**src/design/esc_pkg.sv**
```systemverilog
package esc_pkg;

	// transaction payloads
	typedef struct packed {
		logic [19:0] raw_temperature;
		logic [19:0] raw_pressure;
		logic [15:0] raw_humidity;
	} in_item_t;

	typedef struct packed {
		logic signed [31:0] temperature_centi;
		logic               temperature_valid;
		logic signed [31:0] pressure_q24_8;
		logic [1:0]         pressure_status;
		logic [16:0]        humidity_q22_10;
		logic               humidity_valid;
	} out_item_t;

	// register map, index = paddr / 8
	localparam logic [2:0] REG_TEMP_CALIB  = 3'd0;
	localparam logic [2:0] REG_PRESS_LO    = 3'd1;
	localparam logic [2:0] REG_PRESS_HI    = 3'd2;
	localparam logic [2:0] REG_PRESS_P9    = 3'd3;
	localparam logic [2:0] REG_HUM_CALIB   = 3'd4;
	localparam logic [2:0] REG_FT_OFFSET   = 3'd5;
	localparam logic [2:0] REG_CH_ENABLE   = 3'd6;

	// pressure status codes
	localparam logic [1:0] PST_OK  = 2'd0;
	localparam logic [1:0] PST_OFF = 2'd1;
	localparam logic [1:0] PST_NAN = 2'd2;

	localparam int DW = 64;
	localparam int PCW = 7;

	typedef enum logic [1:0] {ST_IDLE, ST_RUN, ST_DONE} state_t;

	typedef enum logic [3:0] {
		OP_ADD, OP_SUB, OP_MUL, OP_DIV, OP_ASR, OP_W32, OP_SAT, OP_CLMP,
		OP_JDIS, OP_JZ, OP_JMP, OP_OUT, OP_NAN, OP_END
	} op_t;

	// operand sources
	localparam logic [4:0] R0 = 5'd0, R1 = 5'd1, R2 = 5'd2, R3 = 5'd3;
	localparam logic [4:0] R4 = 5'd4, R5 = 5'd5, R6 = 5'd6, R7 = 5'd7;
	localparam logic [4:0] S_FT = 5'd8, S_T1 = 5'd9, S_T2 = 5'd10, S_T3 = 5'd11;
	localparam logic [4:0] S_P1 = 5'd12, S_P2 = 5'd13, S_P3 = 5'd14, S_P4 = 5'd15;
	localparam logic [4:0] S_P5 = 5'd16, S_P6 = 5'd17, S_P7 = 5'd18, S_P8 = 5'd19;
	localparam logic [4:0] S_P9 = 5'd20, S_H1 = 5'd21, S_H2 = 5'd22, S_H3 = 5'd23;
	localparam logic [4:0] S_H4 = 5'd24, S_H5 = 5'd25, S_H6 = 5'd26, S_OFF = 5'd27;
	localparam logic [4:0] S_RT = 5'd28, S_RP = 5'd29, S_RH = 5'd30, S_IMM = 5'd31;

	// channel enable bit selects (carried in the a field)
	localparam logic [4:0] EN_TEMP = 5'd0, EN_PRESS = 5'd1, EN_HUM = 5'd2;

	// destinations
	localparam logic [3:0] D0 = 4'd0, D1 = 4'd1, D2 = 4'd2, D3 = 4'd3;
	localparam logic [3:0] D4 = 4'd4, D5 = 4'd5, D6 = 4'd6, D_FT = 4'd8;
	localparam logic [3:0] D_NONE = 4'd15;
	localparam logic [3:0] OUT_TEMP = 4'd0, OUT_PRESS = 4'd1, OUT_HUM = 4'd2;

	// jump targets
	localparam logic [63:0] PC_TEND = 64'd23;
	localparam logic [63:0] PC_PNAN = 64'd60;
	localparam logic [63:0] PC_PEND = 64'd61;
	localparam logic [63:0] PC_END  = 64'd101;

	typedef struct packed {
		op_t         op;
		logic [3:0]  dst;
		logic [4:0]  a;
		logic [4:0]  b;
		logic [63:0] imm;
	} inst_t;

	function automatic inst_t ins(op_t op, logic [3:0] d, logic [4:0] a, logic [4:0] b,
		logic [63:0] imm);
		inst_t i;
		i.op = op;
		i.dst = d;
		i.a = a;
		i.b = b;
		i.imm = imm;
		return i;
	endfunction

	// compensation microprogram
	function automatic inst_t esc_prog(logic [PCW-1:0] pc);
		case (pc)
			// temperature
			7'd0:   return ins(OP_JDIS, D_NONE, EN_TEMP, R0, PC_TEND);
			7'd1:   return ins(OP_ASR, D0, S_RT, R0, 64'd3);
			7'd2:   return ins(OP_MUL, D1, S_T1, S_IMM, 64'd2);
			7'd3:   return ins(OP_SUB, D0, R0, R1, 64'd0);
			7'd4:   return ins(OP_MUL, D0, R0, S_T2, 64'd0);
			7'd5:   return ins(OP_W32, D0, R0, R0, 64'd0);
			7'd6:   return ins(OP_ASR, D0, R0, R0, 64'd11);
			7'd7:   return ins(OP_ASR, D1, S_RT, R0, 64'd4);
			7'd8:   return ins(OP_SUB, D1, R1, S_T1, 64'd0);
			7'd9:   return ins(OP_MUL, D1, R1, R1, 64'd0);
			7'd10:  return ins(OP_W32, D1, R1, R1, 64'd0);
			7'd11:  return ins(OP_ASR, D1, R1, R1, 64'd12);
			7'd12:  return ins(OP_MUL, D1, R1, S_T3, 64'd0);
			7'd13:  return ins(OP_W32, D1, R1, R1, 64'd0);
			7'd14:  return ins(OP_ASR, D1, R1, R1, 64'd14);
			7'd15:  return ins(OP_ADD, D0, R0, R1, 64'd0);
			7'd16:  return ins(OP_ADD, D0, R0, S_OFF, 64'd0);
			7'd17:  return ins(OP_W32, D_FT, R0, R0, 64'd0);
			7'd18:  return ins(OP_MUL, D0, S_FT, S_IMM, 64'd5);
			7'd19:  return ins(OP_ADD, D0, R0, S_IMM, 64'd128);
			7'd20:  return ins(OP_W32, D0, R0, R0, 64'd0);
			7'd21:  return ins(OP_ASR, D0, R0, R0, 64'd8);
			7'd22:  return ins(OP_OUT, OUT_TEMP, R0, R0, 64'd0);
			// pressure
			7'd23:  return ins(OP_JDIS, D_NONE, EN_PRESS, R0, PC_PEND);
			7'd24:  return ins(OP_SUB, D0, S_FT, S_IMM, 64'd128000);
			7'd25:  return ins(OP_MUL, D1, R0, R0, 64'd0);
			7'd26:  return ins(OP_MUL, D2, R1, S_P6, 64'd0);
			7'd27:  return ins(OP_MUL, D3, R0, S_P5, 64'd0);
			7'd28:  return ins(OP_MUL, D3, R3, S_IMM, 64'd131072);
			7'd29:  return ins(OP_ADD, D2, R2, R3, 64'd0);
			7'd30:  return ins(OP_MUL, D3, S_P4, S_IMM, 64'd34359738368);
			7'd31:  return ins(OP_ADD, D2, R2, R3, 64'd0);
			7'd32:  return ins(OP_MUL, D1, R1, S_P3, 64'd0);
			7'd33:  return ins(OP_ASR, D1, R1, R1, 64'd8);
			7'd34:  return ins(OP_MUL, D3, R0, S_P2, 64'd0);
			7'd35:  return ins(OP_MUL, D3, R3, S_IMM, 64'd4096);
			7'd36:  return ins(OP_ADD, D1, R1, R3, 64'd0);
			7'd37:  return ins(OP_ADD, D1, R1, S_IMM, 64'd140737488355328);
			7'd38:  return ins(OP_MUL, D1, R1, S_P1, 64'd0);
			7'd39:  return ins(OP_ASR, D1, R1, R1, 64'd33);
			7'd40:  return ins(OP_JZ, D_NONE, R1, R1, PC_PNAN);
			7'd41:  return ins(OP_SUB, D3, S_IMM, S_RP, 64'd1048576);
			7'd42:  return ins(OP_MUL, D3, R3, S_IMM, 64'd2147483648);
			7'd43:  return ins(OP_SUB, D3, R3, R2, 64'd0);
			7'd44:  return ins(OP_MUL, D3, R3, S_IMM, 64'd3125);
			7'd45:  return ins(OP_DIV, D3, R3, R1, 64'd0);
			7'd46:  return ins(OP_ASR, D4, R3, R3, 64'd13);
			7'd47:  return ins(OP_MUL, D5, S_P9, R4, 64'd0);
			7'd48:  return ins(OP_MUL, D5, R5, R4, 64'd0);
			7'd49:  return ins(OP_ASR, D5, R5, R5, 64'd25);
			7'd50:  return ins(OP_MUL, D6, S_P8, R3, 64'd0);
			7'd51:  return ins(OP_ASR, D6, R6, R6, 64'd19);
			7'd52:  return ins(OP_ADD, D3, R3, R5, 64'd0);
			7'd53:  return ins(OP_ADD, D3, R3, R6, 64'd0);
			7'd54:  return ins(OP_ASR, D3, R3, R3, 64'd8);
			7'd55:  return ins(OP_MUL, D4, S_P7, S_IMM, 64'd16);
			7'd56:  return ins(OP_ADD, D3, R3, R4, 64'd0);
			7'd57:  return ins(OP_SAT, D3, R3, R3, 64'd0);
			7'd58:  return ins(OP_OUT, OUT_PRESS, R3, R3, 64'd0);
			7'd59:  return ins(OP_JMP, D_NONE, R0, R0, PC_PEND);
			7'd60:  return ins(OP_NAN, D_NONE, R0, R0, 64'd0);
			// humidity
			7'd61:  return ins(OP_JDIS, D_NONE, EN_HUM, R0, PC_END);
			7'd62:  return ins(OP_SUB, D0, S_FT, S_IMM, 64'd76800);
			7'd63:  return ins(OP_W32, D0, R0, R0, 64'd0);
			7'd64:  return ins(OP_MUL, D1, S_RH, S_IMM, 64'd16384);
			7'd65:  return ins(OP_MUL, D2, S_H4, S_IMM, 64'd1048576);
			7'd66:  return ins(OP_MUL, D3, S_H5, R0, 64'd0);
			7'd67:  return ins(OP_SUB, D1, R1, R2, 64'd0);
			7'd68:  return ins(OP_SUB, D1, R1, R3, 64'd0);
			7'd69:  return ins(OP_ADD, D1, R1, S_IMM, 64'd16384);
			7'd70:  return ins(OP_W32, D1, R1, R1, 64'd0);
			7'd71:  return ins(OP_ASR, D1, R1, R1, 64'd15);
			7'd72:  return ins(OP_MUL, D2, R0, S_H6, 64'd0);
			7'd73:  return ins(OP_W32, D2, R2, R2, 64'd0);
			7'd74:  return ins(OP_ASR, D2, R2, R2, 64'd10);
			7'd75:  return ins(OP_MUL, D3, R0, S_H3, 64'd0);
			7'd76:  return ins(OP_W32, D3, R3, R3, 64'd0);
			7'd77:  return ins(OP_ASR, D3, R3, R3, 64'd11);
			7'd78:  return ins(OP_ADD, D3, R3, S_IMM, 64'd32768);
			7'd79:  return ins(OP_MUL, D2, R2, R3, 64'd0);
			7'd80:  return ins(OP_W32, D2, R2, R2, 64'd0);
			7'd81:  return ins(OP_ASR, D2, R2, R2, 64'd10);
			7'd82:  return ins(OP_ADD, D2, R2, S_IMM, 64'd2097152);
			7'd83:  return ins(OP_MUL, D2, R2, S_H2, 64'd0);
			7'd84:  return ins(OP_ADD, D2, R2, S_IMM, 64'd8192);
			7'd85:  return ins(OP_W32, D2, R2, R2, 64'd0);
			7'd86:  return ins(OP_ASR, D2, R2, R2, 64'd14);
			7'd87:  return ins(OP_MUL, D3, R1, R2, 64'd0);
			7'd88:  return ins(OP_W32, D3, R3, R3, 64'd0);
			7'd89:  return ins(OP_ASR, D4, R3, R3, 64'd15);
			7'd90:  return ins(OP_MUL, D4, R4, R4, 64'd0);
			7'd91:  return ins(OP_W32, D4, R4, R4, 64'd0);
			7'd92:  return ins(OP_ASR, D4, R4, R4, 64'd7);
			7'd93:  return ins(OP_MUL, D4, R4, S_H1, 64'd0);
			7'd94:  return ins(OP_W32, D4, R4, R4, 64'd0);
			7'd95:  return ins(OP_ASR, D4, R4, R4, 64'd4);
			7'd96:  return ins(OP_SUB, D3, R3, R4, 64'd0);
			7'd97:  return ins(OP_W32, D3, R3, R3, 64'd0);
			7'd98:  return ins(OP_CLMP, D3, R3, R3, 64'd0);
			7'd99:  return ins(OP_ASR, D3, R3, R3, 64'd12);
			7'd100: return ins(OP_OUT, OUT_HUM, R3, R3, 64'd0);
			default: return ins(OP_END, D_NONE, R0, R0, 64'd0);
		endcase
	endfunction

endpackage

```
**src/design/esc_div.sv**
```systemverilog
module esc_div (
	input  logic        clk,
	input  logic        arst_n,
	input  logic        start,
	input  logic [63:0] dividend,
	input  logic [63:0] divisor,
	output logic        done,
	output logic [63:0] quotient
);
	import esc_pkg::*;

	logic        busy_q;
	logic [6:0]  cnt_q;
	logic        neg_q;
	logic [63:0] mag_b_q;
	logic [64:0] rem_q;
	logic [63:0] quot_q;
	logic [64:0] rem_sh;
	logic [64:0] diff;

	// one quotient bit per cycle, restoring
	always_comb begin
		rem_sh = {rem_q[63:0], quot_q[63]};
		diff = rem_sh - {1'b0, mag_b_q};
	end

	always_ff @(posedge clk or negedge arst_n) begin
		if (!arst_n) begin
			busy_q <= 1'b0;
			cnt_q <= '0;
			done <= 1'b0;
		end else begin
			done <= 1'b0;
			if (start) begin
				busy_q <= 1'b1;
				cnt_q <= '0;
			end else if (busy_q) begin
				cnt_q <= cnt_q + 7'd1;
				if (cnt_q == 7'(DW - 1)) begin
					busy_q <= 1'b0;
					done <= 1'b1;
				end
			end
		end
	end

	always_ff @(posedge clk) begin
		if (start) begin
			neg_q <= dividend[63] ^ divisor[63];
			mag_b_q <= divisor[63] ? (~divisor + 64'd1) : divisor;
			quot_q <= dividend[63] ? (~dividend + 64'd1) : dividend;
			rem_q <= '0;
		end else if (busy_q) begin
			if (!diff[64]) begin
				rem_q <= diff;
				quot_q <= {quot_q[62:0], 1'b1};
			end else begin
				rem_q <= rem_sh;
				quot_q <= {quot_q[62:0], 1'b0};
			end
		end
	end

	assign quotient = neg_q ? (~quot_q + 64'd1) : quot_q;

endmodule

```
**config.mk**
```make
export PLATFORM = sky130hd
export DESIGN_NAME = esc_div
export DESIGN_NICKNAME = d
export VERILOG_FILES = /design/src/design/esc_pkg.sv /design/src/design/esc_div.sv
export SDC_FILE = /design/constraint.sdc
export NUM_CORES = 1
export LEC_CHECK = 0
export BUFFER_PORTS_ARGS = -buffer_cell sky130_fd_sc_hd__buf_2
export CAP_MARGIN = 10
export CORE_ASPECT_RATIO = 0.9
export CORE_MARGIN = 2
export CORE_UTILIZATION = 55
export DETAILED_ROUTE_END_ITERATION = 8
export PLACE_DENSITY = 0.78
export SLEW_MARGIN = 10
export SYNTH_ARGS = -nofsm -noshare
export SYNTH_HDL_FRONTEND = slang
export SYNTH_SLANG_ARGS = --single-unit
```
**constraint.sdc**
```tcl
create_clock -name clk -period 8.8 [get_ports clk]
set_input_delay 0.44 -clock clk [delete_from_list [all_inputs] [get_ports clk]]
set_output_delay 0.44 -clock clk [all_outputs]
set_load 0.005 [all_outputs]
```
==> metrics <==
status=completed; DR WL/cell=17.5 microns; Fin Clk Skew=15.5 ps; DR vias/cell=6.08; Area contributors post-synth=edfxtp_1 25%, xnor2_1 8.8%, dfxtp_1 8.1%; antenna violations before repair=1; die extent in y=165 microns; final max-slew violation count=0; # rows=58; Syn Nets=2,068; CP Data Required Time=9220 ps; CTS resizes=0; fin crit share=49.5%; Power Total=2730 uW; number of global-route vias before repair=13,500; commonest non-fill, non-tap cells in the layout=201 x nor2_1, 194 x buf_2, 190 x a21oi_1; Inserted Clock Buffers=24; dominant cell type by area after synthesis=edfxtp_1; CTS Sinks=202; Reg-to-Reg Start=quot_q[63]; Achievable Freq=0.230 GHz; top_reg_cell synth=edfxtp_1; synthesized area=15,800 sq um; GPL Wtd Cong=0.970; hold slack final=190 ps; Fin. Hold Viols=0; commonest non-fill, non-tap cell in the layout=nor2_1; Ports=196; via count=14,500; Max H-tree Level=1; Die W=183 microns; Final #Nets=2,204; TritonCTS clock tree=done; drt initial violations=1,403; share of layout cells above drive strength 1=14.1%; post-placement setup slack=4490 ps; DRT Pass-1 Iters=7; Post-synth EDFFs=129; Syn Area/Cell=8.46 sq um; GR Overflow Total=0; initial core utilization=56.3%; Placed Cells=2,337; DRC=0; post-route ant nets=0; crit path DAT=4770 ps; hold path start=divisor[0]; Max Cap Viol=0; Worst-path clk slew=50 ps; CP startpoint=quot_q[63]; drt total wl=41,600 microns; CP Launch Type=register; #FFs+latches synth=202; VDD IR max=156 uV; dpl hpwl=30,900 microns; Syn Inst Count=1,868; Synth top area share=24.5%; final std cells w/o fill=2,386; Synth Warn #=0; fin crit period=4350 ps; Distinct cells, synth=88; leakage=0.00723 uW; Syn-to-layout area delta=12.1%; unrepaired setup endpoints after global routing=false; Total GRT Usage=27.0%; cell area power density=154 nW/um^2; Clock Path Buffers=3; register area share after synthesis=34.0%; # port buffers=195; Max-slew headroom=25.0%; Die ar.=30,100 sq um; critical-path maximum fanout=70; Clock Latency Late Sink=520 ps; Final WS setup=4450 ps; WS Path Type=register to register; asr flop ratio synth=4.46%; root buf cell=clkbuf_16; Worst-Margin Slew=1120 ps; Final setup viols=0; largest net degree at the start of global routing=110; HP Class=input port to register; CP endpoint kind=register; first-pass GRT wire length=66,900 microns; Setup TNS=0 ps; Core Region=28,100 sq um
worst max-delay path, stage by stage, from the launching register on:
cell,delay (ps)
edfxtp_1,380
inv_1,60
ha_1,210
fa_1,380
and2b_1,250
o2111ai_1,150
a21oi_2,200
o211ai_1,210
and3_1,260
or4b_1,580
nand4_4,410
buf_4,690
mux2i_1,180
a211oi_1,290
report_power, final:
part	internal (uW)	leakage (uW)	switching [uW]
registers	1100	0.00192	59.6
clock network	621	0.000380	404
logic	237	0.00492	311
total	1950	0.00723	774
cell usage after synthesis (13+ instances only):
master and count:
dfxtp_1 64, buf_2 16, ha_1 68, nand3_1 30, nand2_1 141, o21bai_1 17
o41ai_1 33, a211oi_1 40, or2_2 13, o21ai_0 115, xor2_1 88, a21oi_1 190
o31ai_1 55, and3_1 19, nand4_1 35, edfxtp_1 129, or3_1 25, mux2i_1 16
clkbuf_1 66, a21o_1 34, or4_1 20, inv_1 99, nor2_1 201, nor3_1 25
xnor2_1 158
final timing paths:
check                              to  slack, ps  cells after the start
hold / removal             mag_b_q[0]        190                      1
max in group asynchronous      busy_q       8260                      2
setup reg to reg            rem_q[26]       4450                     13
hold reg to reg             rem_q[58]        490                      2
min in group asynchronous    cnt_q[0]        340                      2
setup / recovery            rem_q[26]       4450                     13
layer usage:
metal	global-route usage (%)	vias up	wire [microns]	share of wire (%)
met5	0	-	0	0
met3	2.82	74	2540	6.1
met2	43.8	491	19300	46
met4	9.24	0	1180	2.8
li1	-	7109	-	-
met1	37.7	6840	18600	45
final cells by class:
class	instances	area [sq um]
Clock buffer	35	673
Multi-Input combinational cell	1471	9640
Fill cell	2463	10400
Sequential cell	202	5380
Tap cell	360	450
Timing Repair Buffer	204	1050
Antenna cell	4	10.0
Inverter	101	379
Clock inverter	9	133
what timing repair did:
item,in CTS,in global routing
hold buffers,1,0
setup buffers,0,0
endpoints found under the setup margin,0,0
hold endpoints to repair,9,0
cells by family (layout without fill, tap and decap cells):
kind of cell,Yosys count,count (layout),synth area share (%)
AO/OA/AOI/OAI,562,562,22.7
multiplexers,16,16,1.01
adder cells (fa/ha/maj),69,69,5.51
other,0,4,0
AND/OR/NAND/NOR,578,578,18.1
flip-flops,202,202,34.0
buffers and inverters,195,349,5.05
XOR/XNOR,246,246,13.6
stage by stage:
step / instance area [sq um] / utilization [%]
final: 17700 / 63.1
after global routing: 17700 / 63.1
after CTS: 17700 / 63.0
after detailed placement: 16900 / 60.1
after global placement: 16900 / 60.1
after floorplan: 15800 / -
registers in the layout, indices dropped and copies added (netlist names):
signal and cells:
neg_q 1, done 1, cnt_q 7, busy_q 1, mag_b_q 64, quot_q 64, rem_q 64
Note: power is estimated with default switching activity, not from simulation.
